$ cat src/design/ptc_pkg.sv
// shared types, constants and helpers for the pressure and temperature compensation block
`timescale 1ns / 1ps

package ptc_pkg;

  localparam int RAW_W   = 20;
  localparam int TEMP_W  = 20;
  localparam int FINE_W  = 25;
  localparam int PRESS_W = 32;
  localparam int CFG_W   = 64;
  localparam int ADDR_W  = 6;

  localparam logic [63:0] FINE_OFFSET = 64'd128000;
  localparam logic [63:0] RAW_FULL    = 64'd1048576;
  localparam logic [63:0] PRESS_SCALE = 64'd3125;
  localparam logic [27:0] ROUND_HALF  = 28'd128;

  localparam int QUEUE_DEPTH = 2;
  localparam int QPTR_W      = $clog2(QUEUE_DEPTH);
  localparam int QCNT_W      = $clog2(QUEUE_DEPTH + 1);

  typedef struct packed {
    logic [15:0] t1;
    logic [15:0] t2;
    logic [15:0] t3;
    logic [15:0] p1;
    logic [15:0] p2;
    logic [15:0] p3;
    logic [15:0] p4;
    logic [15:0] p5;
    logic [15:0] p6;
    logic [15:0] p7;
    logic [15:0] p8;
    logic [15:0] p9;
  } coef_t;

  // one front-to-back queue entry
  typedef struct packed {
    logic [TEMP_W-1:0] temperature;
    logic [FINE_W-1:0] fine;
    logic [63:0]       numer;
    logic [63:0]       denom;
  } job_t;

  typedef enum logic [2:0] {
    REG_T1,
    REG_T2,
    REG_T3,
    REG_P1,
    REG_P25,
    REG_P69
  } reg_idx_t;

  typedef enum logic [3:0] {
    FOP_TA,
    FOP_TB,
    FOP_TC,
    FOP_SQ,
    FOP_P6,
    FOP_P5,
    FOP_P3,
    FOP_P2,
    FOP_P1,
    FOP_SCALE
  } front_op_t;

  typedef enum logic [1:0] {
    BOP_P9A,
    BOP_P9B,
    BOP_P8
  } back_op_t;

  typedef enum logic [1:0] {
    FS_IDLE,
    FS_ISSUE,
    FS_WAIT,
    FS_PUSH
  } front_state_t;

  typedef enum logic [2:0] {
    BS_IDLE,
    BS_DIV,
    BS_SIGN,
    BS_ISSUE,
    BS_WAIT,
    BS_OUT
  } back_state_t;

  function automatic logic [63:0] sext16(input logic [15:0] v);
    return {{48{v[15]}}, v};
  endfunction

  function automatic logic [63:0] asr64(input logic [63:0] x, input int unsigned n);
    return 64'($signed(x) >>> n);
  endfunction

endpackage

$ cat src/design/ptc_mul64.sv
// sequential 64 x 64 multiplier giving the low 64 bits, one 32 x 32 partial product a cycle
`timescale 1ns / 1ps

module ptc_mul64 (
  input  logic        clk,
  input  logic        rst,
  input  logic        start,
  input  logic [63:0] a_in,
  input  logic [63:0] b_in,
  output logic        done,
  output logic [63:0] prod
);

  logic [63:0] a;
  logic [63:0] b;
  logic [63:0] pp;
  logic [63:0] acc;
  logic [1:0]  phase;
  logic        busy;
  logic [31:0] op_a;
  logic [31:0] op_b;

  // lo*lo, then the two cross terms; hi*hi never reaches the low 64 bits
  always_comb begin
    case (phase)
      2'd0: begin
        op_a = a[31:0];
        op_b = b[31:0];
      end
      2'd1: begin
        op_a = a[31:0];
        op_b = b[63:32];
      end
      2'd2: begin
        op_a = a[63:32];
        op_b = b[31:0];
      end
      default: begin
        op_a = '0;
        op_b = '0;
      end
    endcase
  end

  always_ff @(posedge clk) begin
    if (rst) begin
      busy  <= 1'b0;
      done  <= 1'b0;
      phase <= 2'd0;
    end else begin
      done <= 1'b0;
      if (start) begin
        busy  <= 1'b1;
        phase <= 2'd0;
      end else if (busy) begin
        phase <= phase + 2'd1;
        if (phase == 2'd3) begin
          busy <= 1'b0;
          done <= 1'b1;
        end
      end
    end
  end

  always_ff @(posedge clk) begin
    if (start) begin
      a   <= a_in;
      b   <= b_in;
      acc <= '0;
    end else if (busy) begin
      pp <= {32'b0, op_a} * {32'b0, op_b};
      case (phase)
        2'd1: acc <= pp;
        2'd2: acc <= acc + {pp[31:0], 32'b0};
        2'd3: acc <= acc + {pp[31:0], 32'b0};
        default: acc <= acc;
      endcase
    end
  end

  assign prod = acc;

endmodule

$ cat src/design/ptc_front.sv
// front part: takes raw readings, runs the temperature stage and prepares the pressure divide
`timescale 1ns / 1ps

module ptc_front (
  input  logic                       clk,
  input  logic                       rst,
  input  ptc_pkg::coef_t             coef,
  input  logic                       in_valid,
  output logic                       in_ready,
  input  logic [ptc_pkg::RAW_W-1:0]  raw_temperature,
  input  logic [ptc_pkg::RAW_W-1:0]  raw_pressure,
  output logic                       push_valid,
  input  logic                       push_ready,
  output ptc_pkg::job_t              push_data
);
  import ptc_pkg::*;

  front_state_t      state;
  front_state_t      state_next;
  front_op_t         op;
  logic              buf_valid;
  logic [RAW_W-1:0]  buf_t;
  logic [RAW_W-1:0]  buf_p;
  logic [RAW_W-1:0]  adc_t;
  logic [RAW_W-1:0]  adc_p;
  logic              take;
  logic              accept;
  logic              mul_start;
  logic              mul_done;
  logic [63:0]       mul_a;
  logic [63:0]       mul_b;
  logic [63:0]       prod;
  logic [63:0]       tv1;
  logic [63:0]       bb;
  logic [FINE_W-1:0] fine;
  logic [63:0]       sq;
  logic [63:0]       v2;
  logic [63:0]       w;
  logic [63:0]       denom;
  logic [63:0]       numer;
  logic [63:0]       ta;
  logic [63:0]       tb;
  logic [63:0]       fsum;
  logic [63:0]       pv1;
  logic [63:0]       num0;
  logic [27:0]       t5;

  assign accept   = in_valid && in_ready;
  assign in_ready = !buf_valid;

  // one-entry input buffer so a new beat lands while the sequencer works
  always_ff @(posedge clk) begin
    if (rst) begin
      buf_valid <= 1'b0;
    end else if (accept) begin
      buf_valid <= 1'b1;
    end else if (take) begin
      buf_valid <= 1'b0;
    end
  end

  always_ff @(posedge clk) begin
    if (accept) begin
      buf_t <= raw_temperature;
      buf_p <= raw_pressure;
    end
  end

  always_ff @(posedge clk) begin
    if (rst) begin
      state <= FS_IDLE;
    end else begin
      state <= state_next;
    end
  end

  always_comb begin
    state_next = state;
    case (state)
      FS_IDLE:  if (buf_valid) state_next = FS_ISSUE;
      FS_ISSUE: state_next = FS_WAIT;
      FS_WAIT: begin
        if (mul_done) state_next = (op == FOP_SCALE) ? FS_PUSH : FS_ISSUE;
      end
      FS_PUSH:  if (push_ready) state_next = FS_IDLE;
      default:  state_next = FS_IDLE;
    endcase
  end

  always_comb begin
    take       = (state == FS_IDLE) && buf_valid;
    mul_start  = (state == FS_ISSUE);
    push_valid = (state == FS_PUSH);
  end

  assign ta   = {47'b0, adc_t[19:3]} - {47'b0, coef.t1, 1'b0};
  assign tb   = {48'b0, adc_t[19:4]} - {48'b0, coef.t1};
  assign fsum = tv1 + asr64(prod, 14);
  assign pv1  = {{39{fine[FINE_W-1]}}, fine} - FINE_OFFSET;
  assign num0 = ((RAW_FULL - {44'b0, adc_p}) << 31) - v2;
  // fine * 5 + 128, then floor shift by 8
  assign t5   = {{3{fine[FINE_W-1]}}, fine} + {fine[FINE_W-1], fine, 2'b0} + ROUND_HALF;

  always_comb begin
    case (op)
      FOP_TA: begin
        mul_a = ta;
        mul_b = sext16(coef.t2);
      end
      FOP_TB: begin
        mul_a = tb;
        mul_b = tb;
      end
      FOP_TC: begin
        mul_a = asr64(bb, 12);
        mul_b = sext16(coef.t3);
      end
      FOP_SQ: begin
        mul_a = pv1;
        mul_b = pv1;
      end
      FOP_P6: begin
        mul_a = sq;
        mul_b = sext16(coef.p6);
      end
      FOP_P5: begin
        mul_a = pv1;
        mul_b = sext16(coef.p5);
      end
      FOP_P3: begin
        mul_a = sq;
        mul_b = sext16(coef.p3);
      end
      FOP_P2: begin
        mul_a = pv1;
        mul_b = sext16(coef.p2);
      end
      FOP_P1: begin
        mul_a = (64'd1 << 47) + w;
        mul_b = {48'b0, coef.p1};
      end
      FOP_SCALE: begin
        mul_a = num0;
        mul_b = PRESS_SCALE;
      end
      default: begin
        mul_a = '0;
        mul_b = '0;
      end
    endcase
  end

  always_ff @(posedge clk) begin
    if (take) begin
      adc_t <= buf_t;
      adc_p <= buf_p;
      op    <= FOP_TA;
    end else if (state == FS_WAIT && mul_done) begin
      if (op != FOP_SCALE) begin
        op <= front_op_t'(op + 4'd1);
      end
      case (op)
        FOP_TA:    tv1   <= asr64(prod, 11);
        FOP_TB:    bb    <= prod;
        FOP_TC:    fine  <= fsum[FINE_W-1:0];
        FOP_SQ:    sq    <= prod;
        FOP_P6:    v2    <= prod + (sext16(coef.p4) << 35);
        FOP_P5:    v2    <= v2 + (prod << 17);
        FOP_P3:    w     <= asr64(prod, 8);
        FOP_P2:    w     <= w + (prod << 12);
        FOP_P1:    denom <= asr64(prod, 33);
        FOP_SCALE: numer <= prod;
        default:   numer <= numer;
      endcase
    end
  end

  ptc_mul64 u_mul (
    .clk   (clk),
    .rst   (rst),
    .start (mul_start),
    .a_in  (mul_a),
    .b_in  (mul_b),
    .done  (mul_done),
    .prod  (prod)
  );

  assign push_data.temperature = t5[27:8];
  assign push_data.fine        = fine;
  assign push_data.numer       = numer;
  assign push_data.denom       = denom;

endmodule

$ cat config.mk
export PLATFORM = sky130hd
export DESIGN_NAME = ptc_front
export DESIGN_NICKNAME = d
export VERILOG_FILES = /design/src/design/ptc_pkg.sv /design/src/design/ptc_mul64.sv /design/src/design/ptc_front.sv
export SDC_FILE = /design/constraint.sdc
export NUM_CORES = 2
export LEC_CHECK = 0
export ABC_CLOCK_PERIOD_IN_PS = 13600
export BUFFER_PORTS_ARGS = -buffer_cell sky130_fd_sc_hd__buf_2
export CAP_MARGIN = 20
export CORE_ASPECT_RATIO = 1.75
export CORE_MARGIN = 8
export CORE_UTILIZATION = 25
export DETAILED_ROUTE_END_ITERATION = 12
export GPL_ROUTABILITY_DRIVEN = 0
export HOLD_SLACK_MARGIN = 0.03
export PLACE_DENSITY = 0.5
export SYNTH_ARGS = -nofsm -noshare
export SYNTH_HDL_FRONTEND = slang
export SYNTH_HIERARCHICAL = 1
export SYNTH_SLANG_ARGS = --single-unit
$ cat constraint.sdc
create_clock -name clk -period 13.6 [get_ports clk]
set_input_delay 1.36 -clock clk [delete_from_list [all_inputs] [get_ports clk]]
set_output_delay 1.36 -clock clk [all_outputs]
set_load 0.01 [all_outputs]
# ---- Word level (Yosys, flattened, before mapping)
# Index checks and enable logic that the tools add are counted.
dict set report totals {
  register_bits 748
  in_bits 236
  out_inout_bits 175
  word_cells 108
}
dict set report op_classes {
  add_sub_neg 15
  mul 1
  eq_ne 19
  mux 18
  n_bitwise 3
  n_reduce_logical 30
}
# op count
set op_table {}
lappend op_table {{case mux 64 bit (10 select lines)} 1}
lappend op_table {{case mux 64 bit (7 select lines)} 1}
lappend op_table {{case mux 64 bit (2 select lines)} 3}
lappend op_table {{adder 64 bit} 4}
lappend op_table {{case mux 32 bit (2 select lines)} 2}
lappend op_table {{adder 48 x 64 -> 64 bit, first input constant} 1}
lappend op_table {{multiplier 32 x 32 -> 64 bit} 1}
lappend op_table {{subtractor 64 bit} 1}
lappend op_table {{adder 25 x 27 -> 28 bit} 1}
lappend op_table {{adder 28 x 8 -> 28 bit, second input constant} 1}
lappend op_table {{AND reduction 3 bit} 9}
lappend op_table {{subtractor 25 x 18 -> 26 bit, second input constant} 1}
lappend op_table {{adder 25 bit} 1}
lappend op_table {{subtractor 21 x 20 -> 22 bit, first input constant} 1}
lappend op_table {{subtractor 17 x 17 -> 18 bit} 1}
lappend op_table {{subtractor 16 x 16 -> 17 bit} 1}
lappend op_table {{== test 4 x 3 -> 1 bit, second input constant} 4}
lappend op_table {{OR reduction 2 bit} 5}
lappend op_table {{== test 2 bit, second input constant} 4}
lappend op_table {{== test 4 x 2 -> 1 bit, second input constant} 2}
lappend op_table {{== test 4 bit, second input constant} 2}
lappend op_table {{two-way mux 2 bit} 4}
lappend op_table {{case mux 2 bit (4 select lines)} 1}
lappend op_table {{nonzero test 2 bit} 4}
lappend op_table {{other kinds (15)} 30}

# ---- Logic depth before layout (Yosys ltp)
dict set report logic_depth {
  depth_word 4
  depth_mapped 37
  ltp_nobuf 33
}

# ---- Hierarchy
# Netlist, hierarchy kept.
# mod instances cells_per_inst area_per_inst_um2 seq_area_each_um2
set by_module_without_submodules {}
lappend by_module_without_submodules {ptc_mul64 1 4500 42489.5 7126.8}
lappend by_module_without_submodules {ptc_front 1 2970 30758.2 14043.5}

# ---- Worst setup path before layout
# Ideal clock, no wire load.
dict set report synth_path {
  kind {reg2reg}
  startpoint {reg u_mul.phase[0]}
  endpoint {reg u_mul.pp[61] (data pin)}
  setup_time_ps 259
  arrival_time_ps 8752
  t_required_ps 13341
  path_slack_ps 4589
  path_stages_with_launch 34
  n_path_buf 4
  synth_period_minus_slack_ps 9011
  path_cell_list {dfxtp_1 -> inv_1 -> clkbuf_1 -> ha_1 -> or2_2 -> clkbuf_1 -> clkbuf_1 -> a22oi_1 -> clkbuf_1 -> nor2_1 -> fa_1 -> inv_1 -> fa_1 -> fa_1 -> inv_1 -> fa_1 -> inv_1 -> fa_1 -> inv_1 -> fa_1 -> fa_1 -> fa_1 -> ha_1 -> a21oi_1 -> nor2b_1 -> o21a_1 -> o41ai_2 -> o2bb2ai_1 -> o21ai_2 -> o21ai_2 -> a41o_1 -> a221o_1 -> a41oi_2 -> xnor2_1}
}
dict set report synth_via {
  elab_chain_cells 4
  elab_cells_between_ends 8
  cone_classes {mul: 1; eq/ne: 2; mux: 2; reduce/logical: 3}
}
# element line
set synth_lines {}
lappend synth_lines {{from (decl)} ptc_mul64.sv:18} ;# logic [1:0] phase;
lappend synth_lines {{from (signal assigned)} ptc_mul64.sv:56} ;# phase <= phase + 2'd1;
lappend synth_lines {{== test 2 x 1 -> 1 bit, or another cell as far along} ptc_mul64.sv:25} ;# case (phase)
lappend synth_lines {{OR reduction 2 bit (no line)} n/a}
lappend synth_lines {{case mux 32 bit (2 select lines)} ptc_mul64.sv:25}
lappend synth_lines {{multiplier 32 x 32 -> 64 bit *} ptc_mul64.sv:71} ;# pp <= {32'b0, op_a} * {32'b0, op_b};
lappend synth_lines {{to (signal assigned)} ptc_mul64.sv:71}
lappend synth_lines {{to (decl)} ptc_mul64.sv:16} ;# logic [63:0] pp;
# Mark *: on every way between the ends. The rest lies on a longest branch, timed or not.
# A chain may end at the register's enable or synchronous reset.

# ---- Worst setup path after layout
dict set report layout_path {
  startpoint {reg u_mul.phase[0]}
  endpoint {reg u_mul.pp[60] (data pin)}
}
# Same word-level chain as after synthesis.

==> impl_metrics.env <==
export IMPL_worst_slew_pin_slew_ns=1.18
export IMPL_synth_top_area_share=0.269
export IMPL_clkTransAtPathRegs_ns=0.07
export IMPL_cts_resized=0
export IMPL_grt_overflow_total=0
export IMPL_synthCells=7470
export IMPL_async_flop_share=0
export IMPL_syn_to_final_growth_pct=12.8
export IMPL_drt_total_wl_um=298000
export IMPL_hold_viol=0
export IMPL_status="completed"
export IMPL_syn_nets=9146
export IMPL_yosys_area_top_type="edfxtp_1"
export IMPL_dieArea_um2=311000
export IMPL_grtUsageTotal=0.187
export IMPL_crit_required_ns=14.01
export IMPL_wire_per_inst_um=25.6
export IMPL_grt_pass1_vias=62200
export IMPL_syn_avg_cell_area_um2=9.81
export IMPL_drc_errors=0
export IMPL_cp_top_family="adder cells"
export IMPL_cts_setup_buffers=0
export IMPL_ys_types=98
export IMPL_antenna_found_initial=22
export IMPL_crit_fanout=39
export IMPL_slowest_stage="a22o_1"
export IMPL_dp_hpwl_um=240000
export IMPL_insertion_delay_ns=0.72
export IMPL_antenna_left=0
export IMPL_clock_sinks=730
export IMPL_ctsHoldBuffers=0
export IMPL_slew_headroom=0.210
export IMPL_start_util=0.251
export IMPL_ys_ff_latch=730
export IMPL_synth_enable_flop_cells=655
export IMPL_num_vias=58400
export IMPL_coreArea_um2=292000
export IMPL_ioPinCount=411
export IMPL_cp_common_cell="fa_1"
export IMPL_clk_path_buf_depth=3
export IMPL_rows=263
export IMPL_min_path_type="register to register"
export IMPL_fmax_mhz=92.9
export IMPL_drv_slew=0
export IMPL_synth_area_top_cells="edfxtp_1, fa_1, ha_1, inv_1, nor2_1"
export IMPL_ys_warn_count=6
export IMPL_root_buffer="clkbuf_16"
export IMPL_yosysSeqAreaShare=0.289
export IMPL_grt_max_degree=73
export IMPL_fp_dieH_um=732
export IMPL_cts_buffers_inserted=74
export IMPL_drtPass1Iterations=9
export IMPL_drt_initial_drc_count=4541
export IMPL_synth_area_um2=73200
export IMPL_end_kind="register"
export IMPL_h_tree_depth=3
export IMPL_drv_cap=0
export IMPL_setup_tns_ns=0
export IMPL_portBuffers=359
export IMPL_crit_arrival_ns=11.17
export IMPL_die_w_um=425
export IMPL_crit_buf_inv=5
export IMPL_drive_gt1_frac=0.103
export IMPL_fin_skew_ns=0.0829
export IMPL_period_needed_ns=10.76
export IMPL_max_stage_delay_ns=0.93
export IMPL_synth_flop_cell="edfxtp_1"
export IMPL_period_share=0.791
export IMPL_cts_tree="built"
export IMPL_vias_per_cell=5.02
export IMPL_setup_viol_count_final=0
export IMPL_final_nets=9396
export IMPL_grt_pass1_wl_um=428000
export IMPL_worstSetupPathType="register to register"
export IMPL_cp_start_kind="register"
export IMPL_grt_setup_unrepaired="false"
[layout by cell type, fill, tap and decap left out, types with 76 or more instances in the layout]
master      n
buf_2     359
ha_1      536
o21ai_0   242
nand3_1    76
nand2_1   836
xor2_1    141
a21o_1    170
buf_4     191
xnor2_1   209
fa_1      902
edfxtp_1  655
a21oi_1   300
a22oi_1   119
nor2_1    837
inv_1     998
[final timing paths]
path | endpoint | slack, ns | from | cells after the start
worst min-delay path | adc_p[10] | 0.42 | buf_p[10] | 0
worst max register to register | u_mul/pp[60] | 2.84 | u_mul/phase[0] | 28
worst min register to register | adc_p[10] | 0.42 | buf_p[10] | 0
worst max-delay path | u_mul/pp[60] | 2.84 | u_mul/phase[0] | 28
[cell families after synthesis]
logic type,synth area share
adder cells (fa/ha/maj),0.338
AND/OR/NAND/NOR,0.131
flip-flops,0.289
buffers and inverters,0.0724
XOR/XNOR,0.0419
AO/OA/AOI/OAI,0.125
multiplexers,0.00178
[flip-flops by register name (all words and copies together) (netlist names), 25 cells and up]
register / cells
u_mul/b: 64
denom: 31
u_mul/prod: 64
numer: 64
sq: 64
tv1: 25
v2: 64
u_mul/pp: 64
bb: 52
u_mul/a: 64
fine: 25
w: 64
[metrics by stage]
stage / utilization / hold WS, ns / setup WS (ns) / cells / instance area [um2]
finish: 0.283 / 0.422 / 2.84 / 11600 / 82600
global route: 0.283 / 0.426 / 2.64 / 11600 / 82600
CTS: 0.283 / 0.424 / 2.94 / 11600 / 82600
detailed placement: 0.274 / 0.408 / 3.04 / 11500 / 80000
global placement: 0.274 / 0.403 / 3.00 / 11500 / 79900
floorplan: - / 0.400 / 4.59 / 7470 / 73200
[Yosys cell counts, types with 43 or more instances]
cell / instances
inv_1: 998
fa_1: 902
nor2_1: 859
nand2_1: 841
edfxtp_1: 655
ha_1: 538
clkbuf_1: 322
a21oi_1: 302
o21ai_0: 242
xnor2_1: 209
a21o_1: 170
xor2_1: 141
a22oi_1: 120
nand3_1: 76
dfxtp_1: 75
nor3_1: 62
nand4_1: 61
and2_1: 57
a222oi_1: 51
a22o_1: 46
o21bai_1: 46
a221oi_1: 45
or2_2: 43
[layout make-up]
type | instances | area [um2]
tap | 3842 | 4810
fill | 30800 | 210000
antenna | 13 | 32.5
inverter | 998 | 3750
clock buffer | 84 | 1890
multi-input combinational | 5363 | 47000
timing repair buffer | 553 | 3300
clock inverter | 52 | 699
sequential | 730 | 21200
[metal layers]
metal | up-vias | GRT usage | routed length (um)
met5 | - | 0 | 10
met4 | 2 | 0.132 | 26500
met3 | 844 | 0.0215 | 14200
met2 | 2354 | 0.350 | 156000
met1 | 29700 | 0.191 | 101000
li1 | 25500 | - | -
Power is not shown: default switching activity piles up to over one toggle a cycle in this logic, so the estimate is an artifact.
