===== config.mk =====
export PLATFORM = sky130hd
export DESIGN_NAME = ptc_back
export DESIGN_NICKNAME = d
export VERILOG_FILES = /design/src/design/ptc_pkg.sv /design/src/design/ptc_mul64.sv /design/src/design/ptc_back.sv
export SDC_FILE = /design/constraint.sdc
export NUM_CORES = 2
export LEC_CHECK = 0
export CELL_PAD_IN_SITES_DETAIL_PLACEMENT = 1
export CELL_PAD_IN_SITES_GLOBAL_PLACEMENT = 1
export CORE_MARGIN = 2
export CORE_UTILIZATION = 56
export DETAILED_ROUTE_END_ITERATION = 12
export DONT_BUFFER_PORTS = 1
export PLACE_DENSITY = 0.95
export SLEW_MARGIN = 20
export SYNTH_ARGS = -nofsm -noshare
export SYNTH_HDL_FRONTEND = slang
export SYNTH_SLANG_ARGS = --single-unit

===== constraint.sdc =====
create_clock -name clk -period 28.4 [get_ports clk]
set_input_delay 2.84 -clock clk [delete_from_list [all_inputs] [get_ports clk]]
set_output_delay 2.84 -clock clk [all_outputs]
set_load 0.01 [all_outputs]

===== src/design/ptc_pkg.sv =====
// shared types, constants and helpers for the pressure and temperature compensation block
`timescale 1ns / 1ps

package ptc_pkg;

  localparam int RAW_W   = 20;
  localparam int TEMP_W  = 20;
  localparam int FINE_W  = 25;
  localparam int PRESS_W = 32;
  localparam int CFG_W   = 64;
  localparam int ADDR_W  = 6;

  localparam logic [63:0] FINE_OFFSET = 64'd128000;
  localparam logic [63:0] RAW_FULL    = 64'd1048576;
  localparam logic [63:0] PRESS_SCALE = 64'd3125;
  localparam logic [27:0] ROUND_HALF  = 28'd128;

  localparam int QUEUE_DEPTH = 2;
  localparam int QPTR_W      = $clog2(QUEUE_DEPTH);
  localparam int QCNT_W      = $clog2(QUEUE_DEPTH + 1);

  typedef struct packed {
    logic [15:0] t1;
    logic [15:0] t2;
    logic [15:0] t3;
    logic [15:0] p1;
    logic [15:0] p2;
    logic [15:0] p3;
    logic [15:0] p4;
    logic [15:0] p5;
    logic [15:0] p6;
    logic [15:0] p7;
    logic [15:0] p8;
    logic [15:0] p9;
  } coef_t;

  // one front-to-back queue entry
  typedef struct packed {
    logic [TEMP_W-1:0] temperature;
    logic [FINE_W-1:0] fine;
    logic [63:0]       numer;
    logic [63:0]       denom;
  } job_t;

  typedef enum logic [2:0] {
    REG_T1,
    REG_T2,
    REG_T3,
    REG_P1,
    REG_P25,
    REG_P69
  } reg_idx_t;

  typedef enum logic [3:0] {
    FOP_TA,
    FOP_TB,
    FOP_TC,
    FOP_SQ,
    FOP_P6,
    FOP_P5,
    FOP_P3,
    FOP_P2,
    FOP_P1,
    FOP_SCALE
  } front_op_t;

  typedef enum logic [1:0] {
    BOP_P9A,
    BOP_P9B,
    BOP_P8
  } back_op_t;

  typedef enum logic [1:0] {
    FS_IDLE,
    FS_ISSUE,
    FS_WAIT,
    FS_PUSH
  } front_state_t;

  typedef enum logic [2:0] {
    BS_IDLE,
    BS_DIV,
    BS_SIGN,
    BS_ISSUE,
    BS_WAIT,
    BS_OUT
  } back_state_t;

  function automatic logic [63:0] sext16(input logic [15:0] v);
    return {{48{v[15]}}, v};
  endfunction

  function automatic logic [63:0] asr64(input logic [63:0] x, input int unsigned n);
    return 64'($signed(x) >>> n);
  endfunction

endpackage


===== src/design/ptc_mul64.sv =====
// sequential 64 x 64 multiplier giving the low 64 bits, one 32 x 32 partial product a cycle
`timescale 1ns / 1ps

module ptc_mul64 (
  input  logic        clk,
  input  logic        rst,
  input  logic        start,
  input  logic [63:0] a_in,
  input  logic [63:0] b_in,
  output logic        done,
  output logic [63:0] prod
);

  logic [63:0] a;
  logic [63:0] b;
  logic [63:0] pp;
  logic [63:0] acc;
  logic [1:0]  phase;
  logic        busy;
  logic [31:0] op_a;
  logic [31:0] op_b;

  // lo*lo, then the two cross terms; hi*hi never reaches the low 64 bits
  always_comb begin
    case (phase)
      2'd0: begin
        op_a = a[31:0];
        op_b = b[31:0];
      end
      2'd1: begin
        op_a = a[31:0];
        op_b = b[63:32];
      end
      2'd2: begin
        op_a = a[63:32];
        op_b = b[31:0];
      end
      default: begin
        op_a = '0;
        op_b = '0;
      end
    endcase
  end

  always_ff @(posedge clk) begin
    if (rst) begin
      busy  <= 1'b0;
      done  <= 1'b0;
      phase <= 2'd0;
    end else begin
      done <= 1'b0;
      if (start) begin
        busy  <= 1'b1;
        phase <= 2'd0;
      end else if (busy) begin
        phase <= phase + 2'd1;
        if (phase == 2'd3) begin
          busy <= 1'b0;
          done <= 1'b1;
        end
      end
    end
  end

  always_ff @(posedge clk) begin
    if (start) begin
      a   <= a_in;
      b   <= b_in;
      acc <= '0;
    end else if (busy) begin
      pp <= {32'b0, op_a} * {32'b0, op_b};
      case (phase)
        2'd1: acc <= pp;
        2'd2: acc <= acc + {pp[31:0], 32'b0};
        2'd3: acc <= acc + {pp[31:0], 32'b0};
        default: acc <= acc;
      endcase
    end
  end

  assign prod = acc;

endmodule


===== src/design/ptc_back.sv =====
// back part: signed 64-bit divide, final pressure polynomial and the output register
`timescale 1ns / 1ps

module ptc_back (
  input  logic                        clk,
  input  logic                        rst,
  input  ptc_pkg::coef_t              coef,
  input  logic                        pop_valid,
  output logic                        pop_ready,
  input  ptc_pkg::job_t               pop_data,
  output logic                        out_valid,
  input  logic                        out_ready,
  output logic [ptc_pkg::TEMP_W-1:0]  temperature_centi,
  output logic [ptc_pkg::FINE_W-1:0]  fine_temperature,
  output logic [ptc_pkg::PRESS_W-1:0] pressure_q24_8,
  output logic                        pressure_invalid
);
  import ptc_pkg::*;

  back_state_t       state;
  back_state_t       state_next;
  back_op_t          op;
  logic [TEMP_W-1:0] temp;
  logic [FINE_W-1:0] fine;
  logic              invalid;
  logic              neg;
  logic [63:0]       quo;
  logic [63:0]       rem;
  logic [63:0]       mb;
  logic [5:0]        cnt;
  logic [63:0]       pval;
  logic [63:0]       x;
  logic [63:0]       v1;
  logic [63:0]       sum;
  logic [64:0]       rem_sh;
  logic [64:0]       diff;
  logic              pop;
  logic              load;
  logic              mul_start;
  logic              mul_done;
  logic [63:0]       mul_a;
  logic [63:0]       mul_b;
  logic [63:0]       prod;
  logic [63:0]       na_mag;
  logic [63:0]       nb_mag;
  logic [31:0]       press;

  always_ff @(posedge clk) begin
    if (rst) begin
      state <= BS_IDLE;
    end else begin
      state <= state_next;
    end
  end

  always_comb begin
    state_next = state;
    case (state)
      BS_IDLE: begin
        if (pop_valid) state_next = (pop_data.denom == '0) ? BS_OUT : BS_DIV;
      end
      BS_DIV:   if (cnt == 6'd63) state_next = BS_SIGN;
      BS_SIGN:  state_next = BS_ISSUE;
      BS_ISSUE: state_next = BS_WAIT;
      BS_WAIT: begin
        if (mul_done) state_next = (op == BOP_P8) ? BS_OUT : BS_ISSUE;
      end
      BS_OUT:   if (!out_valid || out_ready) state_next = BS_IDLE;
      default:  state_next = BS_IDLE;
    endcase
  end

  always_comb begin
    pop_ready = (state == BS_IDLE);
    pop       = (state == BS_IDLE) && pop_valid;
    mul_start = (state == BS_ISSUE);
    load      = (state == BS_OUT) && (!out_valid || out_ready);
  end

  // magnitudes for a truncating divide
  assign na_mag = pop_data.numer[63] ? (64'd0 - pop_data.numer) : pop_data.numer;
  assign nb_mag = pop_data.denom[63] ? (64'd0 - pop_data.denom) : pop_data.denom;
  assign rem_sh = {rem, quo[63]};
  assign diff   = rem_sh - {1'b0, mb};

  always_comb begin
    case (op)
      BOP_P9A: begin
        mul_a = sext16(coef.p9);
        mul_b = asr64(pval, 13);
      end
      BOP_P9B: begin
        mul_a = x;
        mul_b = asr64(pval, 13);
      end
      BOP_P8: begin
        mul_a = sext16(coef.p8);
        mul_b = pval;
      end
      default: begin
        mul_a = '0;
        mul_b = '0;
      end
    endcase
  end

  always_ff @(posedge clk) begin
    if (pop) begin
      temp    <= pop_data.temperature;
      fine    <= pop_data.fine;
      invalid <= (pop_data.denom == '0);
      neg     <= pop_data.numer[63] ^ pop_data.denom[63];
      quo     <= na_mag;
      mb      <= nb_mag;
      rem     <= '0;
      cnt     <= '0;
    end else if (state == BS_DIV) begin
      cnt <= cnt + 6'd1;
      if (!diff[64]) begin
        rem <= diff[63:0];
        quo <= {quo[62:0], 1'b1};
      end else begin
        rem <= rem_sh[63:0];
        quo <= {quo[62:0], 1'b0};
      end
    end else if (state == BS_SIGN) begin
      pval <= neg ? (64'd0 - quo) : quo;
      op   <= BOP_P9A;
    end else if (state == BS_WAIT && mul_done) begin
      if (op != BOP_P8) begin
        op <= back_op_t'(op + 2'd1);
      end
      case (op)
        BOP_P9A: x   <= prod;
        BOP_P9B: v1  <= asr64(prod, 25);
        BOP_P8:  sum <= pval + v1 + asr64(prod, 19);
        default: sum <= sum;
      endcase
    end
  end

  ptc_mul64 u_mul (
    .clk   (clk),
    .rst   (rst),
    .start (mul_start),
    .a_in  (mul_a),
    .b_in  (mul_b),
    .done  (mul_done),
    .prod  (prod)
  );

  assign press = sum[39:8] + {{12{coef.p7[15]}}, coef.p7, 4'b0};

  // output register decouples the receiver from the next job
  always_ff @(posedge clk) begin
    if (rst) begin
      out_valid <= 1'b0;
    end else if (load) begin
      out_valid <= 1'b1;
    end else if (out_ready) begin
      out_valid <= 1'b0;
    end
  end

  always_ff @(posedge clk) begin
    if (load) begin
      temperature_centi <= temp;
      fine_temperature  <= fine;
      pressure_q24_8    <= invalid ? '0 : press;
      pressure_invalid  <= invalid;
    end
  end

endmodule

### Yosys cells after proc, flatten, opt, wreduce, memory -nomap -nowiden

Index checks and enable logic that the tools add are counted.

* register bits: 796
* output and inout bits: 80

* $mul: 1
* reduce and logical (&&, ||, !) cells: 28
* add/sub/neg operators: 11
* bitwise operators: 6
* equality and inequality tests: 16
* muxes and demuxes: 27

Operators with widths (number)
* $mux W64: 5
* $pmux W64 S2: 2
* $pmux W64 S3: 1
* $sub A1 B64 Y64 const A: 3
* $pmux W32 S2: 2
* $add A40 B40 Y40: 2
* $sub A65 B64 Y65: 1
* $add A64 B64 Y64: 1
* $logic_not A64 Y1: 1
* $mul A32 B32 Y64: 1
* $mux W63: 1
* $add A32 B32 Y32: 1
* $mux W3: 6
* $pmux W3 S6: 1
* $reduce_and A5 Y1: 3
* $reduce_bool A2 Y1: 5
* $reduce_or A2 Y1: 5
* $ne A2 B2 Y1 const B: 4
* $reduce_and A4 Y1: 2
* $mux W1: 7
* $add A6 B1 Y6 const B: 1
* $eq A2 B2 Y1 const B: 3
* $eq A3 B2 Y1 const B: 2
* $eq A3 B3 Y1 const B: 2
* 16 further kinds: 27

### Depth between registers and ports, before layout

* word-level depth: 4
* mapped depth: 37

### Cells and area by module

Synthesis repeated with hierarchy kept, for this count alone.

* cells, all modules: 7495
* area total of the unflattened synthesis: 73515.5 µm²

By module, submodules not included
* ptc_mul64: times used 1, cells an instance 4561, area an instance 42798.5 µm²
* ptc_back: times used 1, cells an instance 2934, area an instance 30717.0 µm²

### Worst setup path after synthesis

No wires, ideal clock.

* path kind: register -> register
* start: register u_mul.phase[0]
* end: register u_mul.pp[56], data pin
* setup time: 0.195 ns
* required time: 28.205 ns
* arrival: 9.105 ns
* path slack: 19.100 ns
* clock period less this slack: 9.300 ns
* cell stages (with the launch flop): 34
* buffers on the path: 6
* cell sequence: dfxtp_1 inv_1 clkbuf_1 clkbuf_1 ha_1 or2_2 clkbuf_1 clkbuf_1 a22oi_1 clkbuf_1 nor2_1 fa_1 inv_1 fa_1 fa_1 fa_1 inv_1 fa_1 fa_1 fa_1 fa_1 ha_1 clkbuf_1 a21o_1 a21o_1 a21oi_1 o22ai_1 o31ai_1 o21ai_0 o31a_1 o211ai_1 nand2_1 a2111o_1 o311ai_0

* word-level cells in the longest chain between the ends: 4
* elaborated cells between the ends (all ways): 8

Ends and longest elaborated chain
* from (decl): RTL line ptc_mul64.sv:18 `logic [1:0] phase;`
* from (signal assigned): RTL line ptc_mul64.sv:56 `phase <= phase + 2'd1;`
* $eq A2 B1 Y1 (tied with other cells): RTL line ptc_mul64.sv:25 `case (phase)`
* $reduce_or A2 Y1 (no source line)
* $pmux W32 S2: RTL line ptc_mul64.sv:25
* $mul A32 B32 Y64 *: RTL line ptc_mul64.sv:71 `pp <= {32'b0, op_a} * {32'b0, op_b};`
* to (signal assigned): RTL line ptc_mul64.sv:71
* to (decl): RTL line ptc_mul64.sv:16 `logic [63:0] pp;`

Mark *: on every way between the ends. The rest lies on a longest branch, timed or not.
A chain may end at the register's enable or synchronous reset.

### Final worst setup path

* start: register u_mul.phase[0]
* end: register u_mul.pp[48], data pin

Same word-level chain as after synthesis.

==> metrics list <==
- The critical path contains buffers and inverters numbering 7 combined.
- Most repeated library cell on the critical path: sky130_fd_sc_hd__fa_1
* Fraction of final layout cells with drive strength greater than 1: 0.0483
- Total count of hold-check failures in the final report: 0
- In the routed layout, each cell is associated on average with a via count of just over 7.
- Adding up every negative setup slack in the final design gives 0 ps.
- The number of antenna violations at the first check in global routing is 39.
- HPWL after detailed placement: about 210,000 um
* Antenna-violating nets left: 0
- The path class of the tightest hold or removal check is flip-flop to flip-flop.
- Setup violations remaining at the end of the flow were counted as 0.
* Setup repair after global routing missed its margin: false
- After clock tree synthesis, the flow added hold-fix buffers numbering 0.
* Kind of critical path: flip-flop to flip-flop
* Placeable core region: 130,000 um^2
* Number of synthesized register bits: between 700 and 800
* Period minus WS final: between 10,000 and 15,000 ps
* TritonCTS buffer count: 84
* Via Count: 65.6k
- Die Footprint: 134,000 um^2
* Count leader, synth: sky130_fd_sc_hd__inv_1
* Cell area after synthesis: 73,400 um^2
* Register area share after synthesis: 0.303
- In this run, post-CTS repair resized a total of 0 instances.
- DRC viols: 0
- The worst setup path is captured at a flip-flop.
- For this run, the total global-route usage over all layers was measured as 0.459.
- Number of inserted filler cells in the final layout: roughly 14k
- Area delta synth->final: 6.43%
- After technology mapping, the gate count stands at between 7k and 8k.
- Synth warnings: 0
- Post-route design area: 78,100 um^2
- Dominant cell type by area after synthesis: sky130_fd_sc_hd__edfxtp_1
- The longest clock path from root to sink contains 3 buffers.
* Final Wtd Congestion: about 1
* Top cell types by occurrence after synthesis: sky130_fd_sc_hd__inv_1 (1,009), sky130_fd_sc_hd__fa_1 (937), sky130_fd_sc_hd__nor2_1 (921), sky130_fd_sc_hd__nand2_1 (826), sky130_fd_sc_hd__edfxtp_1 (646)
- Worst reg2reg startpoint: u_mul.phase[0]
* Area share of the largest cell type after synthesis: 0.264
- Most frequently used flop master after synthesis: sky130_fd_sc_hd__edfxtp_1
- Tracing the worst setup path back leads to its startpoint at u_mul.phase[0].
- The largest single stage delay on the critical path is around 940 ps.
* Least-Margin Pin Slew: ~1400 ps
* Effective utilization at floorplan: 0.566
- Placed Area: 75,200 um^2
- Number of setup buffers added after CTS: 0
* Max-capacitance violation count: 0
- Routed wire length: roughly 330,000 um
* Die height: 366 um
- The net count of the finished layout is 9,101.
- F_max: between 0.08 and 0.09 GHz
* Num rows: between 100 and 150
- Worst-Skew Late Latency: ~740 ps
* Wire length per cell: between 30 and 40 um
- In the finished design, the share of the clock period the worst path needs comes to 0.414.
- The clock arrives with about 73 ps of skew.
- Syn_nets: between 9k and 10k
* Num ports: 449
- The first global-routing pass estimated about 460,000 um of wire.
* Number of distinct library cells after synthesis: 74
- Clock slew at the register clock pins of the worst setup and hold paths: approximately 70 ps
* Post-synth EDFFs: around 650
* Startpoint of the worst hold path: fine[0]
- A synthesized cell averages 9.73 um^2.
- After synthesis, the cell types taking the most area are sky130_fd_sc_hd__edfxtp_1 (26%), sky130_fd_sc_hd__fa_1 (26%), sky130_fd_sc_hd__ha_1 (7.4%).
- The tightest hold path in the finished design has a slack of 413 ps.
* Via count of the first global-routing pass: 70.9k
* Outcome: completed
- TritonCTS sink count: a little under 800
- During placement, the flow inserted port buffers numbering 0.
- TritonCTS built the clock tree.
- Entering global routing, the biggest net connects around 110 pins.
- Worst path top cell family by delay: adder cells
- STA puts the critical path data arrival time at about 12,000 ps.
* Iteration-0 DRC count of the detailed router: about 9.4k
* Cell with the largest stage delay on the worst path: sky130_fd_sc_hd__a22o_1
- First-pass iteration count of the detailed router: 8
- The worst pin sits at a relative slew slack of 0.0563.
- For this run the aggregate overflow at the end of global routing stands at 0.
- Final Slew Violations: 0
* Crit path required time: between 20,000 and 30,000 ps
* # H-tree levels: 3
- The cell sitting at the root of the clock tree is a sky130_fd_sc_hd__clkbuf_16.
- In this run the worst path has a maximum fanout of 64.
- Asr flop ratio synth: 0
* Startpoint kind of the worst setup timing path: flip-flop
- In this run the horizontal extent of the chip is approximately 370 um.
-- area by class of cell --
cell class | instances | area, um^2 | area share
antenna | 25 | 62.6 | 0.000801
clock buffer | 116 | 2330 | 0.0299
clock inverter | 40 | 513 | 0.00656
inverter | 1009 | 3790 | 0.0486
multi-input combinational | 5349 | 46000 | 0.589
sequential | 788 | 22200 | 0.285
tap | 1742 | 2180 | 0.0279
timing repair buffer | 128 | 978 | 0.0125
-- worst reg2reg max path, delay by kind of cell (launching register included) --
| family | cells | cell delay (ps) |
|---|---|---|
| compound gates | 8 | 4080 |
| flops | 1 | 380 |
| xor+xnor | 1 | 110 |
| simple gates | 3 | 920 |
| buf+inv | 7 | 1250 |
| fa+ha+maj | 10 | 4760 |
-- layer usage --
| layer | global-route usage | vias up | routed length (um) |
|---|---|---|---|
| met2 | 0.710 | 6245 | 142000 |
| met4 | 0.398 | 46 | 38600 |
| met1 | 0.493 | 31700 | 97800 |
| li1 | - | 24600 | - |
| met5 | 0 | - | 501 |
| met3 | 0.174 | 2892 | 46100 |
-- final timing paths --
| check | endpoint | slack, ps | depth (start not counted) |
|---|---|---|---|
| max | u_mul.pp[48] | 16650 | 29 |
| min | fine_temperature[0] | 410 | 0 |
| max reg2reg | u_mul.pp[48] | 16650 | 29 |
| min reg2reg | fine_temperature[0] | 410 | 0 |
-- flip-flops by register name (all words and copies together) (netlist names), 2 cells and up --
name / count
v1: 39
cnt: 6
u_mul.phase: 2
temp: 20
sum: 32
rem: 64
u_mul.b: 64
x: 64
temperature_centi: 20
u_mul.pp: 64
fine: 25
mb: 64
pressure_q24_8: 32
fine_temperature: 25
quo: 64
state: 3
u_mul.a: 64
pval: 64
op: 2
u_mul.prod: 64
-- layout by cell type (no fill, tap or decap), types with 34 or more instances in the layout --
cell                           n
sky130_fd_sc_hd__a21o_1      115
sky130_fd_sc_hd__a21oi_1     311
sky130_fd_sc_hd__a22oi_1     143
sky130_fd_sc_hd__buf_4       123
sky130_fd_sc_hd__clkbuf_16    85
sky130_fd_sc_hd__dfxtp_1     142
sky130_fd_sc_hd__edfxtp_1    646
sky130_fd_sc_hd__fa_1        937
sky130_fd_sc_hd__ha_1        430
sky130_fd_sc_hd__inv_1      1006
sky130_fd_sc_hd__nand2_1     825
sky130_fd_sc_hd__nand3_1     186
sky130_fd_sc_hd__nand4_1      55
sky130_fd_sc_hd__nor2_1      907
sky130_fd_sc_hd__nor3_1       69
sky130_fd_sc_hd__o21ai_0     285
sky130_fd_sc_hd__o31ai_1      73
sky130_fd_sc_hd__or2_2        47
sky130_fd_sc_hd__or3_1        37
sky130_fd_sc_hd__or4_1        34
sky130_fd_sc_hd__xnor2_1     238
sky130_fd_sc_hd__xor2_1      136
-- cells by family after synthesis --
family / synth area share
mux: 0.00191
compound gates: 0.111
simple gates: 0.137
buf+inv: 0.0722
fa+ha+maj: 0.330
flops: 0.303
xor+xnor: 0.0450
-- per-stage QoR --
step,std cells,util,worst slack (ps)
after floorplan,7547,-,19100
after global placement,9012,0.579,18280
after detailed placement,9012,0.579,18010
after CTS,9168,0.601,17650
after global routing,9173,0.601,15980
final,9197,0.602,16650
Power is not shown: default switching activity piles up to over one toggle a cycle in this logic, so the estimate is an artifact.
