==> src/design/ptc_pkg.sv <==
// shared types, constants and helpers for the pressure and temperature compensation block
`timescale 1ns / 1ps

package ptc_pkg;

  localparam int RAW_W   = 20;
  localparam int TEMP_W  = 20;
  localparam int FINE_W  = 25;
  localparam int PRESS_W = 32;
  localparam int CFG_W   = 64;
  localparam int ADDR_W  = 6;

  localparam logic [63:0] FINE_OFFSET = 64'd128000;
  localparam logic [63:0] RAW_FULL    = 64'd1048576;
  localparam logic [63:0] PRESS_SCALE = 64'd3125;
  localparam logic [27:0] ROUND_HALF  = 28'd128;

  localparam int QUEUE_DEPTH = 2;
  localparam int QPTR_W      = $clog2(QUEUE_DEPTH);
  localparam int QCNT_W      = $clog2(QUEUE_DEPTH + 1);

  typedef struct packed {
    logic [15:0] t1;
    logic [15:0] t2;
    logic [15:0] t3;
    logic [15:0] p1;
    logic [15:0] p2;
    logic [15:0] p3;
    logic [15:0] p4;
    logic [15:0] p5;
    logic [15:0] p6;
    logic [15:0] p7;
    logic [15:0] p8;
    logic [15:0] p9;
  } coef_t;

  // one front-to-back queue entry
  typedef struct packed {
    logic [TEMP_W-1:0] temperature;
    logic [FINE_W-1:0] fine;
    logic [63:0]       numer;
    logic [63:0]       denom;
  } job_t;

  typedef enum logic [2:0] {
    REG_T1,
    REG_T2,
    REG_T3,
    REG_P1,
    REG_P25,
    REG_P69
  } reg_idx_t;

  typedef enum logic [3:0] {
    FOP_TA,
    FOP_TB,
    FOP_TC,
    FOP_SQ,
    FOP_P6,
    FOP_P5,
    FOP_P3,
    FOP_P2,
    FOP_P1,
    FOP_SCALE
  } front_op_t;

  typedef enum logic [1:0] {
    BOP_P9A,
    BOP_P9B,
    BOP_P8
  } back_op_t;

  typedef enum logic [1:0] {
    FS_IDLE,
    FS_ISSUE,
    FS_WAIT,
    FS_PUSH
  } front_state_t;

  typedef enum logic [2:0] {
    BS_IDLE,
    BS_DIV,
    BS_SIGN,
    BS_ISSUE,
    BS_WAIT,
    BS_OUT
  } back_state_t;

  function automatic logic [63:0] sext16(input logic [15:0] v);
    return {{48{v[15]}}, v};
  endfunction

  function automatic logic [63:0] asr64(input logic [63:0] x, input int unsigned n);
    return 64'($signed(x) >>> n);
  endfunction

endpackage

==> src/design/ptc_fifo.sv <==
// short queue of prepared jobs between the front and back parts
`timescale 1ns / 1ps

module ptc_fifo (
  input  logic          clk,
  input  logic          rst,
  input  logic          wr_valid,
  output logic          wr_ready,
  input  ptc_pkg::job_t wr_data,
  output logic          rd_valid,
  input  logic          rd_ready,
  output ptc_pkg::job_t rd_data
);
  import ptc_pkg::*;

  job_t              mem [QUEUE_DEPTH];
  logic [QPTR_W-1:0] wr_ptr;
  logic [QPTR_W-1:0] rd_ptr;
  logic [QCNT_W-1:0] count;
  logic              do_wr;
  logic              do_rd;

  assign wr_ready = (count != QCNT_W'(QUEUE_DEPTH));
  assign rd_valid = (count != '0);
  assign do_wr    = wr_valid && wr_ready;
  assign do_rd    = rd_valid && rd_ready;
  assign rd_data  = mem[rd_ptr];

  always_ff @(posedge clk) begin
    if (rst) begin
      wr_ptr <= '0;
      rd_ptr <= '0;
      count  <= '0;
    end else begin
      if (do_wr) begin
        wr_ptr <= (wr_ptr == QPTR_W'(QUEUE_DEPTH - 1)) ? '0 : wr_ptr + QPTR_W'(1);
      end
      if (do_rd) begin
        rd_ptr <= (rd_ptr == QPTR_W'(QUEUE_DEPTH - 1)) ? '0 : rd_ptr + QPTR_W'(1);
      end
      if (do_wr && !do_rd) begin
        count <= count + QCNT_W'(1);
      end else if (do_rd && !do_wr) begin
        count <= count - QCNT_W'(1);
      end
    end
  end

  always_ff @(posedge clk) begin
    if (do_wr) begin
      mem[wr_ptr] <= wr_data;
    end
  end

endmodule

==> config.mk <==
export PLATFORM = sky130hd
export DESIGN_NAME = ptc_fifo
export DESIGN_NICKNAME = d
export VERILOG_FILES = /design/src/design/ptc_pkg.sv /design/src/design/ptc_fifo.sv
export SDC_FILE = /design/constraint.sdc
export NUM_CORES = 1
export LEC_CHECK = 0
export CELL_PAD_IN_SITES_DETAIL_PLACEMENT = 0
export CELL_PAD_IN_SITES_GLOBAL_PLACEMENT = 1
export CORE_ASPECT_RATIO = 0.7
export CORE_MARGIN = 1
export CORE_UTILIZATION = 57
export DETAILED_ROUTE_END_ITERATION = 16
export DONT_BUFFER_PORTS = 1
export HOLD_SLACK_MARGIN = 0.15
export PLACE_DENSITY = 0.84
export SETUP_SLACK_MARGIN = 0.3
export SLEW_MARGIN = 20
export SYNTH_ARGS = -nofsm -noshare
export SYNTH_HDL_FRONTEND = slang
export SYNTH_SLANG_ARGS = --single-unit
==> constraint.sdc <==
create_clock -name clk -period 14.71 [get_ports clk]
set_clock_uncertainty 0.15 [all_clocks]
set_input_delay 1.471 -clock clk [delete_from_list [all_inputs] [get_ports clk]]
set_output_delay 1.471 -clock clk [all_outputs]
set_load 0.02 [all_outputs]
[Yosys cells after proc, flatten, opt, wreduce, memory -nomap -nowiden]
Memories as Yosys holds them, arrays and structs flattened. A register that Yosys moved wholly into a read port is not among the register bits.
Cells that the tools add are included.
Storage, ports and cells
  register bits after elaboration: 4
  latch bits: 0
  bits in writable memories: 346
  ROM bits: 0
  input bits: 177
  output and inout bits: 175
  logic and storage cells: 25
  memories: 1
Memories
  mem: words 2, width 173, read ports 1, clocked after Yosys merged registers in 1, wr ports 1, line ptc_fifo.sv:16  | job_t mem [QUEUE_DEPTH];
Operators by class
  add/sub/neg operators: 4
  multipliers: 0
  div/mod/pow operators: 0
  $lt $le $gt $ge: 0
  equal/unequal tests: 1
  shift-type cells: 0
  mux-type cells: 8
  bitwise operators: 0
  reductions and logical operators: 8
Operators with widths (number)
  2-to-1 mux 1 bit: 6
  logical AND 1 bit: 4
  2-to-1 mux 2 bit: 2
  nonzero test 2 bit: 2
  adder 1 bit, second input constant: 2
  adder 2 x 1 -> 2 bit, second input constant: 1
  logical NOT 1 bit: 2
  != test 2 bit, second input constant: 1
  subtractor 2 x 1 -> 2 bit, second input constant: 1

[Depth between registers and ports, before layout]
Gate-level depths: netlist of the first run.
  depth after elaboration: 6
  mapped depth: 6
  depth with buffers taken out: 6

[Least setup slack after synthesis of the first run]
OpenSTA, ideal clock, no wires.
  kind: input-to-reg
  from: input wr_valid
  to: memory mem[1][0] (netlist name) (enable)
  library setup time: 0.555 ns
  data arrival time: 5.482 ns
  data required time: 14.005 ns
  path slack: 8.523 ns
  stages on the path: 1
  path buffers: 0
  cells stage by stage: and3_1
On the way
  cells in the longest elaborated chain, start to end: 3
RTL lines
  start: declaration: line ptc_fifo.sv:7  | input logic wr_valid,
  logical AND 1 bit: line ptc_fifo.sv:25  | assign do_wr = wr_valid && wr_ready;
  2-to-1 mux 1 bit: line ptc_fifo.sv:50  | if (do_wr) begin
  2-to-1 mux 1 bit (implied by the code): line ptc_fifo.sv:51  | mem[wr_ptr] <= wr_data;
  end: declaration: line ptc_fifo.sv:16
Every way passes these cells.

==> results of run 1 <==
==> worst min-delay path by stage <==
| stage | endpoint | startpoint | cells past startpoint |
|---|---|---|---|
| after CTS | rd_ptr | rd_ptr | 2 |
| after global placement | count[1] | count[1] | 2 |
| after floorplan | count[1] | count[1] | 2 |
| after detailed placement | rd_ptr | rd_ptr | 2 |
| after global routing | count[1] | count[1] | 2 |
| final | rd_ptr | rd_ptr | 2 |
==> through the flow <==
step	std cells	power, mW
5_1_grt	888	2.78
3_5_place_dp	829	1.90
6_report	888	2.68
4_1_cts	887	2.71
2_1_floorplan	562	1.85
3_3_place_gp	829	1.88
==> power by group <==
group          internal (mW)  switching [mW]  total, mW
Combinational          0.183           0.395      0.579
Sequential              1.25          0.0443       1.30
Clock                  0.477           0.333      0.810
==> cell type report <==
cell class | count | area, sq um
Sequential cell | 351 | 10500
Fill cell | 1411 | 7820
Multi-Input combinational cell | 191 | 2070
Clock buffer | 40 | 810
Tap cell | 282 | 353
Clock inverter | 18 | 224
Timing Repair Buffer | 5 | 61.3
Inverter | 1 | 8.76
==> kinds of logic (layout without fill, tap and decap cells) <==
| logic type | Yosys count | in the layout | share of synthesized area |
|---|---|---|---|
| compound gates | 5 | 5 | 0.00235 |
| flops | 351 | 351 | 0.822 |
| xor+xnor | 3 | 3 | 0.00206 |
| buf+inv | 20 | 64 | 0.0165 |
| fa+ha+maj | 1 | 1 | 0.000980 |
| simple gates | 9 | 9 | 0.00392 |
| mux | 173 | 173 | 0.153 |
==> worst reg2reg max path: cells and delay by family, from the launching register on <==
family                 cells  cell delay [ns]
buffers and inverters      2             1.64
DFF                        1             0.42
and+or+nand+nor            2             0.59
==> placed cells by master, fill, tap and decap left out, drive strengths merged <==
master and instances:
inv 2, bufinv 5, nand2b 1, or3 1
o21ai 2, clkinvlp 1, clkbuf 40, buf 5
ha 1, clkinv 11, nor2 3, nand3b 1
and3 1, mux2 173, and2 1, a21oi 2
edfxtp 346, a21bo 1, or2 1, dfxtp 5
xor2 3
==> synth_stat cells, drive strengths merged, types with 2 or more instances <==
library cell,n
nor2,3
buf,19
o21ai,2
edfxtp,346
mux2,173
a21oi,2
dfxtp,5
xor2,3
==> routing by layer <==
| layer | part of all wire | wire length [um] | vias up |
|---|---|---|---|
| met4 | 0.027 | 601 | 0 |
| li1 | - | - | 2274 |
| met5 | 0 | 0 | - |
| met3 | 0.14 | 3120 | 45 |
| met2 | 0.48 | 10900 | 289 |
| met1 | 0.35 | 7900 | 2586 |
==> state kept, by name, indices dropped and copies added, names as in the netlist, named ones only <==
register and count:
wr_ptr 1, rd_ptr 1, count 2, mem 346
==> results.toml, run 1 <==
[timing]
max_slew_margin = 0.323
final-setup-viol-count = 0
fmax_mhz = 229
hold_slack_ns = 0.387
drv_slew = 0
tightest_slew_ns = 1.02
setup_slack_ns = 10.34
rsz0062_at_grt = "no"
layout_min_cycle_time_ns = 4.37
fin_crit_sh = 0.297
tns_ns = 0
hold_viol = 0

[cells_and_area]
final_core_util = 0.642
nNetsFinal = 759
finish.instance_area_sq_um = 14000
drive_gt1_frac = 0.376
areaGrowthSynthToFinish_pct = 9.83
n_antenna_cell = 0

[placed_design]
dpl_cell_area_sq_um = 13000
place_congestion = 0.814
dp_slack_ns = 10.45
place.detailed.hpwl_um = 15200
io_buffers = 0

[cts]
clock-root-buffer = "clkbuf_16"
clk_pin_slew_ns = 0.06
cts.sinks = 351
ctsHoldBuffers = 0
cts.path.max_buffers = 3
cts_tree = "done"
post-cts-setup-buffers = 0
clock_latency_ns = 0.55
cts_resized = 0
h-tree-depth = 1
cts_buffers = 31

[global_routing]
busiest_layer = "met2"
grt_max_degree = 104
met2_usage = 0.308
grt_util_met1 = 0.214
use_met3 = 0.103
grt_pass1_vias = 5338
grt_pass1_wl_um = 32200
overflow = 0
antenna_found_initial = 0
grtUsageTotal = 0.188

[floorplan]
die_y_um = 127
dieArea_sq_um = 23000
num_rows = 45
io_pins = 352
die_w_um = 181
core_sq_um = 21800
start_util = 0.584

[logic_synthesis]
synth-edff-count = 346
yosysTopAreaCell = "edfxtp_1"
synthArstFlopShare = 0
synth_area_per_cell_sq_um = 22.7
synth-main-ff-cell = "edfxtp_1"
synth_seq_area_share = 0.822
synth_area_sq_um = 12800
synth.top_cell.area_share = 0.814
yosys_warnings = 0
ys_ff_latch = 351
postSynthCellCount = 562
synth_nets = 740
netlist_top_cells_area = "edfxtp_1 (81%), mux2_2 (15%), buf_6 (1.5%), dfxtp_1 (0.78%), xor2_1 (0.21%)"
ys_types = 18

[setup_path]
regToRegEndpoint = "mem[0][32]"
path_delay_family = "buffers and inverters"
path_cells = "buf_16, buf_6, mux2_2"
cp-endpoint = "rd_data[170]"
worstPathArrival_ns = 2.75
r2r_slack_ns = 11.44
critPathSlowestCell = "dfxtp_4"
path_buf_inv = 2
endpoint_kind = "output port"
startpoint_type = "flip-flop"
critPathKind = "flip-flop to output port"
r2r_cells = 4
regToRegStartpoint = "count[0]"
cpPeakStageDelay_ns = 0.66
cp.depth = 3
crit_fanout = 91
cp.required_ns = 13.09

[detailed_routing]
vias_per_cell = 5.85
wirelength_um = 22500
remaining_drc_errors = 0
dr.first_iter.drc_count = 325
wl_per_cell_um = 25.4
ant_nets = 0
via_count = 5194
drt-pass1-iter-count = 4

[power_and_ir_drop]
power.leakage_nw = 4.50
powerDensity_nw_per_um2 = 191
ir_drop_mv = 0.115

[run]
drv_cap = 0

[run_status]
status = "complete, no violations"

[hold_path]
hold_class = "flip-flop to flip-flop"
Power figures use the tool's default switching activity.
==> run 2, diff against run 1 <==
Settings changed: CORE_UTILIZATION 57 to 53, PLACE_DENSITY 0.84 to 0.79.
Clock period 14.71 ns to 4.2 ns, I/O delays scaled along.
==> results.toml, run 2 (synthesis gave the netlist of run 1 again) <==
[run_status]
status = "complete, no violations"

[setup_path]
endpoint_kind = "output port"
crit_fanout = 66
cp.required_ns = 3.63
path_buf_inv = 1
path_cells = "buf_4, mux2_2"
critPathKind = "flip-flop to output port"
worstPathArrival_ns = 2.11
cpPeakStageDelay_ns = 0.64
startpoint_type = "flip-flop"
critPathSlowestCell = "buf_4"
path_delay_family = "buffers and inverters"

[floorplan]
die_w_um = 188
num_rows = 47
core_sq_um = 23600
io_pins = 352
start_util = 0.540
dieArea_sq_um = 24700
die_y_um = 132

[cts]
clk_pin_slew_ns = 0.06
cts_buffers = 31
cts.path.max_buffers = 3
cts_resized = 0
clock_latency_ns = 0.53
cts.sinks = 351
clock-root-buffer = "clkbuf_16"
h-tree-depth = 1
cts_tree = "done"

[detailed_routing]
via_count = 5960
remaining_drc_errors = 0
vias_per_cell = 5.40
drt-pass1-iter-count = 4
wirelength_um = 24300
ant_nets = 0
dr.first_iter.drc_count = 408
wl_per_cell_um = 22.1

[cells_and_area]
areaGrowthSynthToFinish_pct = 23.4
largest_reg_flops = 346
mostFrequentLayoutCells = "edfxtp_1 (346), dlygate4sd3_1 (177), mux2_2 (173)"
top_regs = "mem x346, count x2"
final_core_util = 0.667
multiInputGateArea_sq_um = 2070
seq_area_sq_um = 10500
top_register = "mem"
drive_gt1_frac = 0.290
nNetsFinal = 939
fillerInstances = 1494
n_antenna_cell = 0
mostFrequentLayoutCell = "edfxtp_1"
finish.instance_area_sq_um = 15800

[timing]
tns_ns = 0
hold_viol = 0
fmax_mhz = 372
layout_min_cycle_time_ns = 2.68
final-setup-viol-count = 0
rsz0062_at_grt = "no"
max_slew_margin = 0.318
drv_slew = 0
fin_crit_sh = 0.639
tightest_slew_ns = 1.02

[power_and_ir_drop]
ir_drop_mv = 0.482
power.leakage_nw = 5.20
powerDensity_nw_per_um2 = 593
power.total_mw = 9.34

[global_routing]
grt_pass1_wl_um = 36200
grt_max_degree = 107
grt_pass1_vias = 6247
antenna_found_initial = 0
overflow = 0
grtUsageTotal = 0.190

[run]
drv_cap = 0

[placed_design]
place_congestion = 0.751
dpl_cell_area_sq_um = 13100
io_buffers = 0

[hold_path]
hold_class = "primary input to flip-flop"
run 2: changes by cell type in the layout (fill, tap and decap cells not counted), sizes merged:
cell,delta
buf,+3
bufinv,-4
clkbuf,+2
clkinv,+2
clkinvlp,+1
dlygate4sd3,+177
inv,-2
run 2: repair_timing:
item | in CTS | in global routing
hold endpoints to repair | 351 | 0
buffers inserted | 0 | 0
setup endpoints to repair | 0 | 0
hold buffers | 177 | 0
run 2: power breakdown:
group          internal, mW  switching, mW
clock                  1.42           1.15
sequential             4.38          0.109
combinational         0.771           1.52
total                  6.57           2.78
run 2: routing by layer:
metal	GRT usage	wire length [um]
met5	0	0
met4	0.0357	397
met3	0.0641	2360
met2	0.324	12100
met1	0.240	9470
run 2: worst reg2reg max path: cells and delay by family (launching register included):
kind	cells	cell delay, ns
AND/OR/NAND/NOR	2	0.89
buffers and inverters	1	0.48
flip-flops	1	0.41
run 2: area by class of cell:
class / count / area share
sequential: 351 / 0.666
clock buffer: 42 / 0.0518
tap: 318 / 0.0252
multi-input combinational: 191 / 0.132
clock inverter: 15 / 0.00635
timing repair buffer: 185 / 0.119
inverter: 1 / 0.000476
run 2: stage by stage:
| stage | instances | hold slack (ns) | setup WS (ns) |
|---|---|---|---|
| final | 1103 | 0.214 | 1.52 |
| after global routing | 1103 | 0.256 | 1.41 |
| after floorplan | 562 | 0.322 | 0.322 |
| after global placement | 869 | 0.342 | 1.86 |
| after detailed placement | 869 | 0.342 | 1.78 |
| after CTS | 1103 | 0.194 | 1.50 |
run 2: final timing paths:
check / slack (ns) / end / start / depth (start not counted)
setup / recovery: 1.52 / rd_data[60] / flip-flop / 2
hold / removal: 0.21 / count[0] / wr_valid / 4
setup reg to reg: 1.74 / mem[1][116] / count[0] / 3
hold reg to reg: 0.37 / rd_ptr / rd_ptr / 2
==> run 3, diff against run 2 <==
Settings changed: ABC_AREA from default to 1, CORE_UTILIZATION 53 to 48, PLACE_DENSITY 0.79 to 0.76.
Clock period 4.2 ns to 2.2 ns, I/O delays scaled along.
==> results.toml, run 3 <==
[detailed_routing]
ant_nets = 0
remaining_drc_errors = 0
wl_per_cell_um = 25.3
wirelength_um = 30200
vias_per_cell = 5.38
dr.first_iter.drc_count = 518
via_count = 6425
drt-pass1-iter-count = 4

[cts]
cts.path.max_buffers = 3
cts.sinks = 351
clock-root-buffer = "clkbuf_16"
cts_buffers = 34
clock_latency_ns = 0.51
cts_tree = "done"
clk_pin_slew_ns = 0.07
h-tree-depth = 2

[floorplan]
die_y_um = 139
die_w_um = 197
start_util = 0.495
io_pins = 352
num_rows = 49
dieArea_sq_um = 27400
core_sq_um = 25900

[logic_synthesis]
synth_nets = 753
ys_types = 13
yosys_warnings = 0
synth_area_per_cell_sq_um = 22.3
synth.top_cell.area_share = 0.810
synthArstFlopShare = 0
yosysMostFrequentCell = "edfxtp_1"
synth_seq_area_share = 0.818
ys_ff_latch = 351
postSynthCellCount = 575
synth_area_sq_um = 12800
synth-main-ff-cell = "edfxtp_1"
synth-edff-count = 346
synth_commonest_cells = "edfxtp_1 (346), mux2_2 (173), clkbuf_8 (15), nand2_1 (9), inv_1 (8)"
yosysTopAreaCell = "edfxtp_1"
netlist_top_cells_area = "edfxtp_1 (81%), mux2_2 (15%), clkbuf_8 (1.6%), dfxtp_1 (0.78%), buf_6 (0.35%)"

[timing]
max_slew_margin = 0.615
fmax_mhz = 481
final-setup-viol-count = 0
hold_slack_ns = 0.208
setup_slack_ns = 0.120
tightest_slew_ns = 0.577
hold_viol = 0
fin_crit_sh = 0.945
layout_min_cycle_time_ns = 2.08
drv_slew = 0
rsz0062_at_grt = "yes"

[power_and_ir_drop]
power.total_mw = 20.6
ir_drop_mv = 0.649
powerDensity_nw_per_um2 = 1170
power.leakage_nw = 6.32

[cells_and_area]
multiInputGateArea_sq_um = 2740
mostFrequentLayoutCell = "edfxtp_1"
nNetsFinal = 990
final_cells = 1194
finish.instance_area_sq_um = 17600
top_register = "mem"
n_antenna_cell = 0
mostFrequentLayoutCells = "edfxtp_1 (346), dlygate4sd3_1 (177), mux2_4 (172)"
areaGrowthSynthToFinish_pct = 36.9
drive_gt1_frac = 0.321
top_regs = "mem x346, count x2"
fillerInstances = 1584
seq_area_sq_um = 10500
largest_reg_flops = 346

[global_routing]
grt_pass1_vias = 7055
grt_max_degree = 92
grt_pass1_wl_um = 42800
overflow = 0
antenna_found_initial = 0
grtUsageTotal = 0.212

[placed_design]
place.detailed.hpwl_um = 15600
dpl_cell_area_sq_um = 13200
placed_cells = 920
dp_slack_ns = 0.426
io_buffers = 0
place_congestion = 0.788

[setup_path]
startpoint_type = "flip-flop"
worstPathArrival_ns = 1.71
crit_fanout = 6
endpoint_kind = "output port"
cp.required_ns = 1.83
critPathKind = "flip-flop to output port"

[run]
drv_cap = 0

[run_status]
status = "complete, no violations"

[hold_path]
hold_class = "primary input to flip-flop"
[run 3: cell count changes after synthesis, sizes merged, moves of 2 or more]
cell    delta
nand2      +9
clkbuf    +15
nor2       +4
inv        +7
xor2       -3
buf       -15
nand3      +2
[run 3: per-stage QoR]
step | utilization | TNS [ns]
3_5_place_dp | 0.508 | 0
5_1_grt | 0.677 | 0
3_3_place_gp | 0.508 | 0
6_report | 0.677 | 0
2_1_floorplan | - | -512.32
4_1_cts | 0.668 | 0
[run 3: repair_timing]
action / in CTS / in global routing
resized for setup: 172 / 28
endpoints found under the hold margin: 365 / 0
gates cloned: 18 / 4
pin swaps: 0 / 0
setup endpoints to repair: 168 / 174
hold buffers: 177 / 0
buffers inserted: 10 / 4
[run 3: per-layer routing]
layer | vias to the layer above | global-route usage | wire length, um
met5 | - | 0 | 0
met4 | 0 | 0.0632 | 656
met3 | 51 | 0.0608 | 2710
met2 | 309 | 0.356 | 15100
met1 | 3310 | 0.267 | 11800
li1 | 2755 | - | -
[run 3: power by group]
part | switching [mW] | internal [mW] | leakage, nW
combinational | 3.32 | 2.73 | 2.51
sequential | 0.286 | 8.46 | 3.27
clock | 2.37 | 3.43 | 0.536
[run 3: critical path, stage by stage, from the launching register on]
cell	delay (ns)
dfxtp_4	0.41
buf_12	0.18
buf_12	0.13
buf_16	0.11
mux2_4	0.35
[run 3: cell families (layout without fill, tap and decap cells)]
group | after synthesis | count (layout) | share of synthesized area
adder cells (fa/ha/maj) | 1 | 1 | 0.000975
flip-flops | 351 | 351 | 0.818
AND/OR/NAND/NOR | 19 | 19 | 0.00595
multiplexers | 173 | 173 | 0.152
buffers and inverters | 27 | 289 | 0.0219
AO/OA/AOI/OAI | 4 | 4 | 0.00156
[run 3: final timing paths]
path | start | end | slack [ns] | cells after the start
worst max-delay path | flip-flop | rd_data[100] | 0.12 | 4
worst min-delay path | wr_data[137] | mem[0][137] | 0.21 | 1
worst max register to register | count[0] | mem[0][109] | 0.38 | 5
worst min register to register | rd_ptr | flip-flop | 0.38 | 2
[run 3: cell type report]
cell class	count	share of cell area
clock buffer	47	0.0549
clock inverter	14	0.00819
inverter	8	0.00171
multi-input combinational	197	0.156
sequential	351	0.598
tap	357	0.0254
timing repair buffer	220	0.156
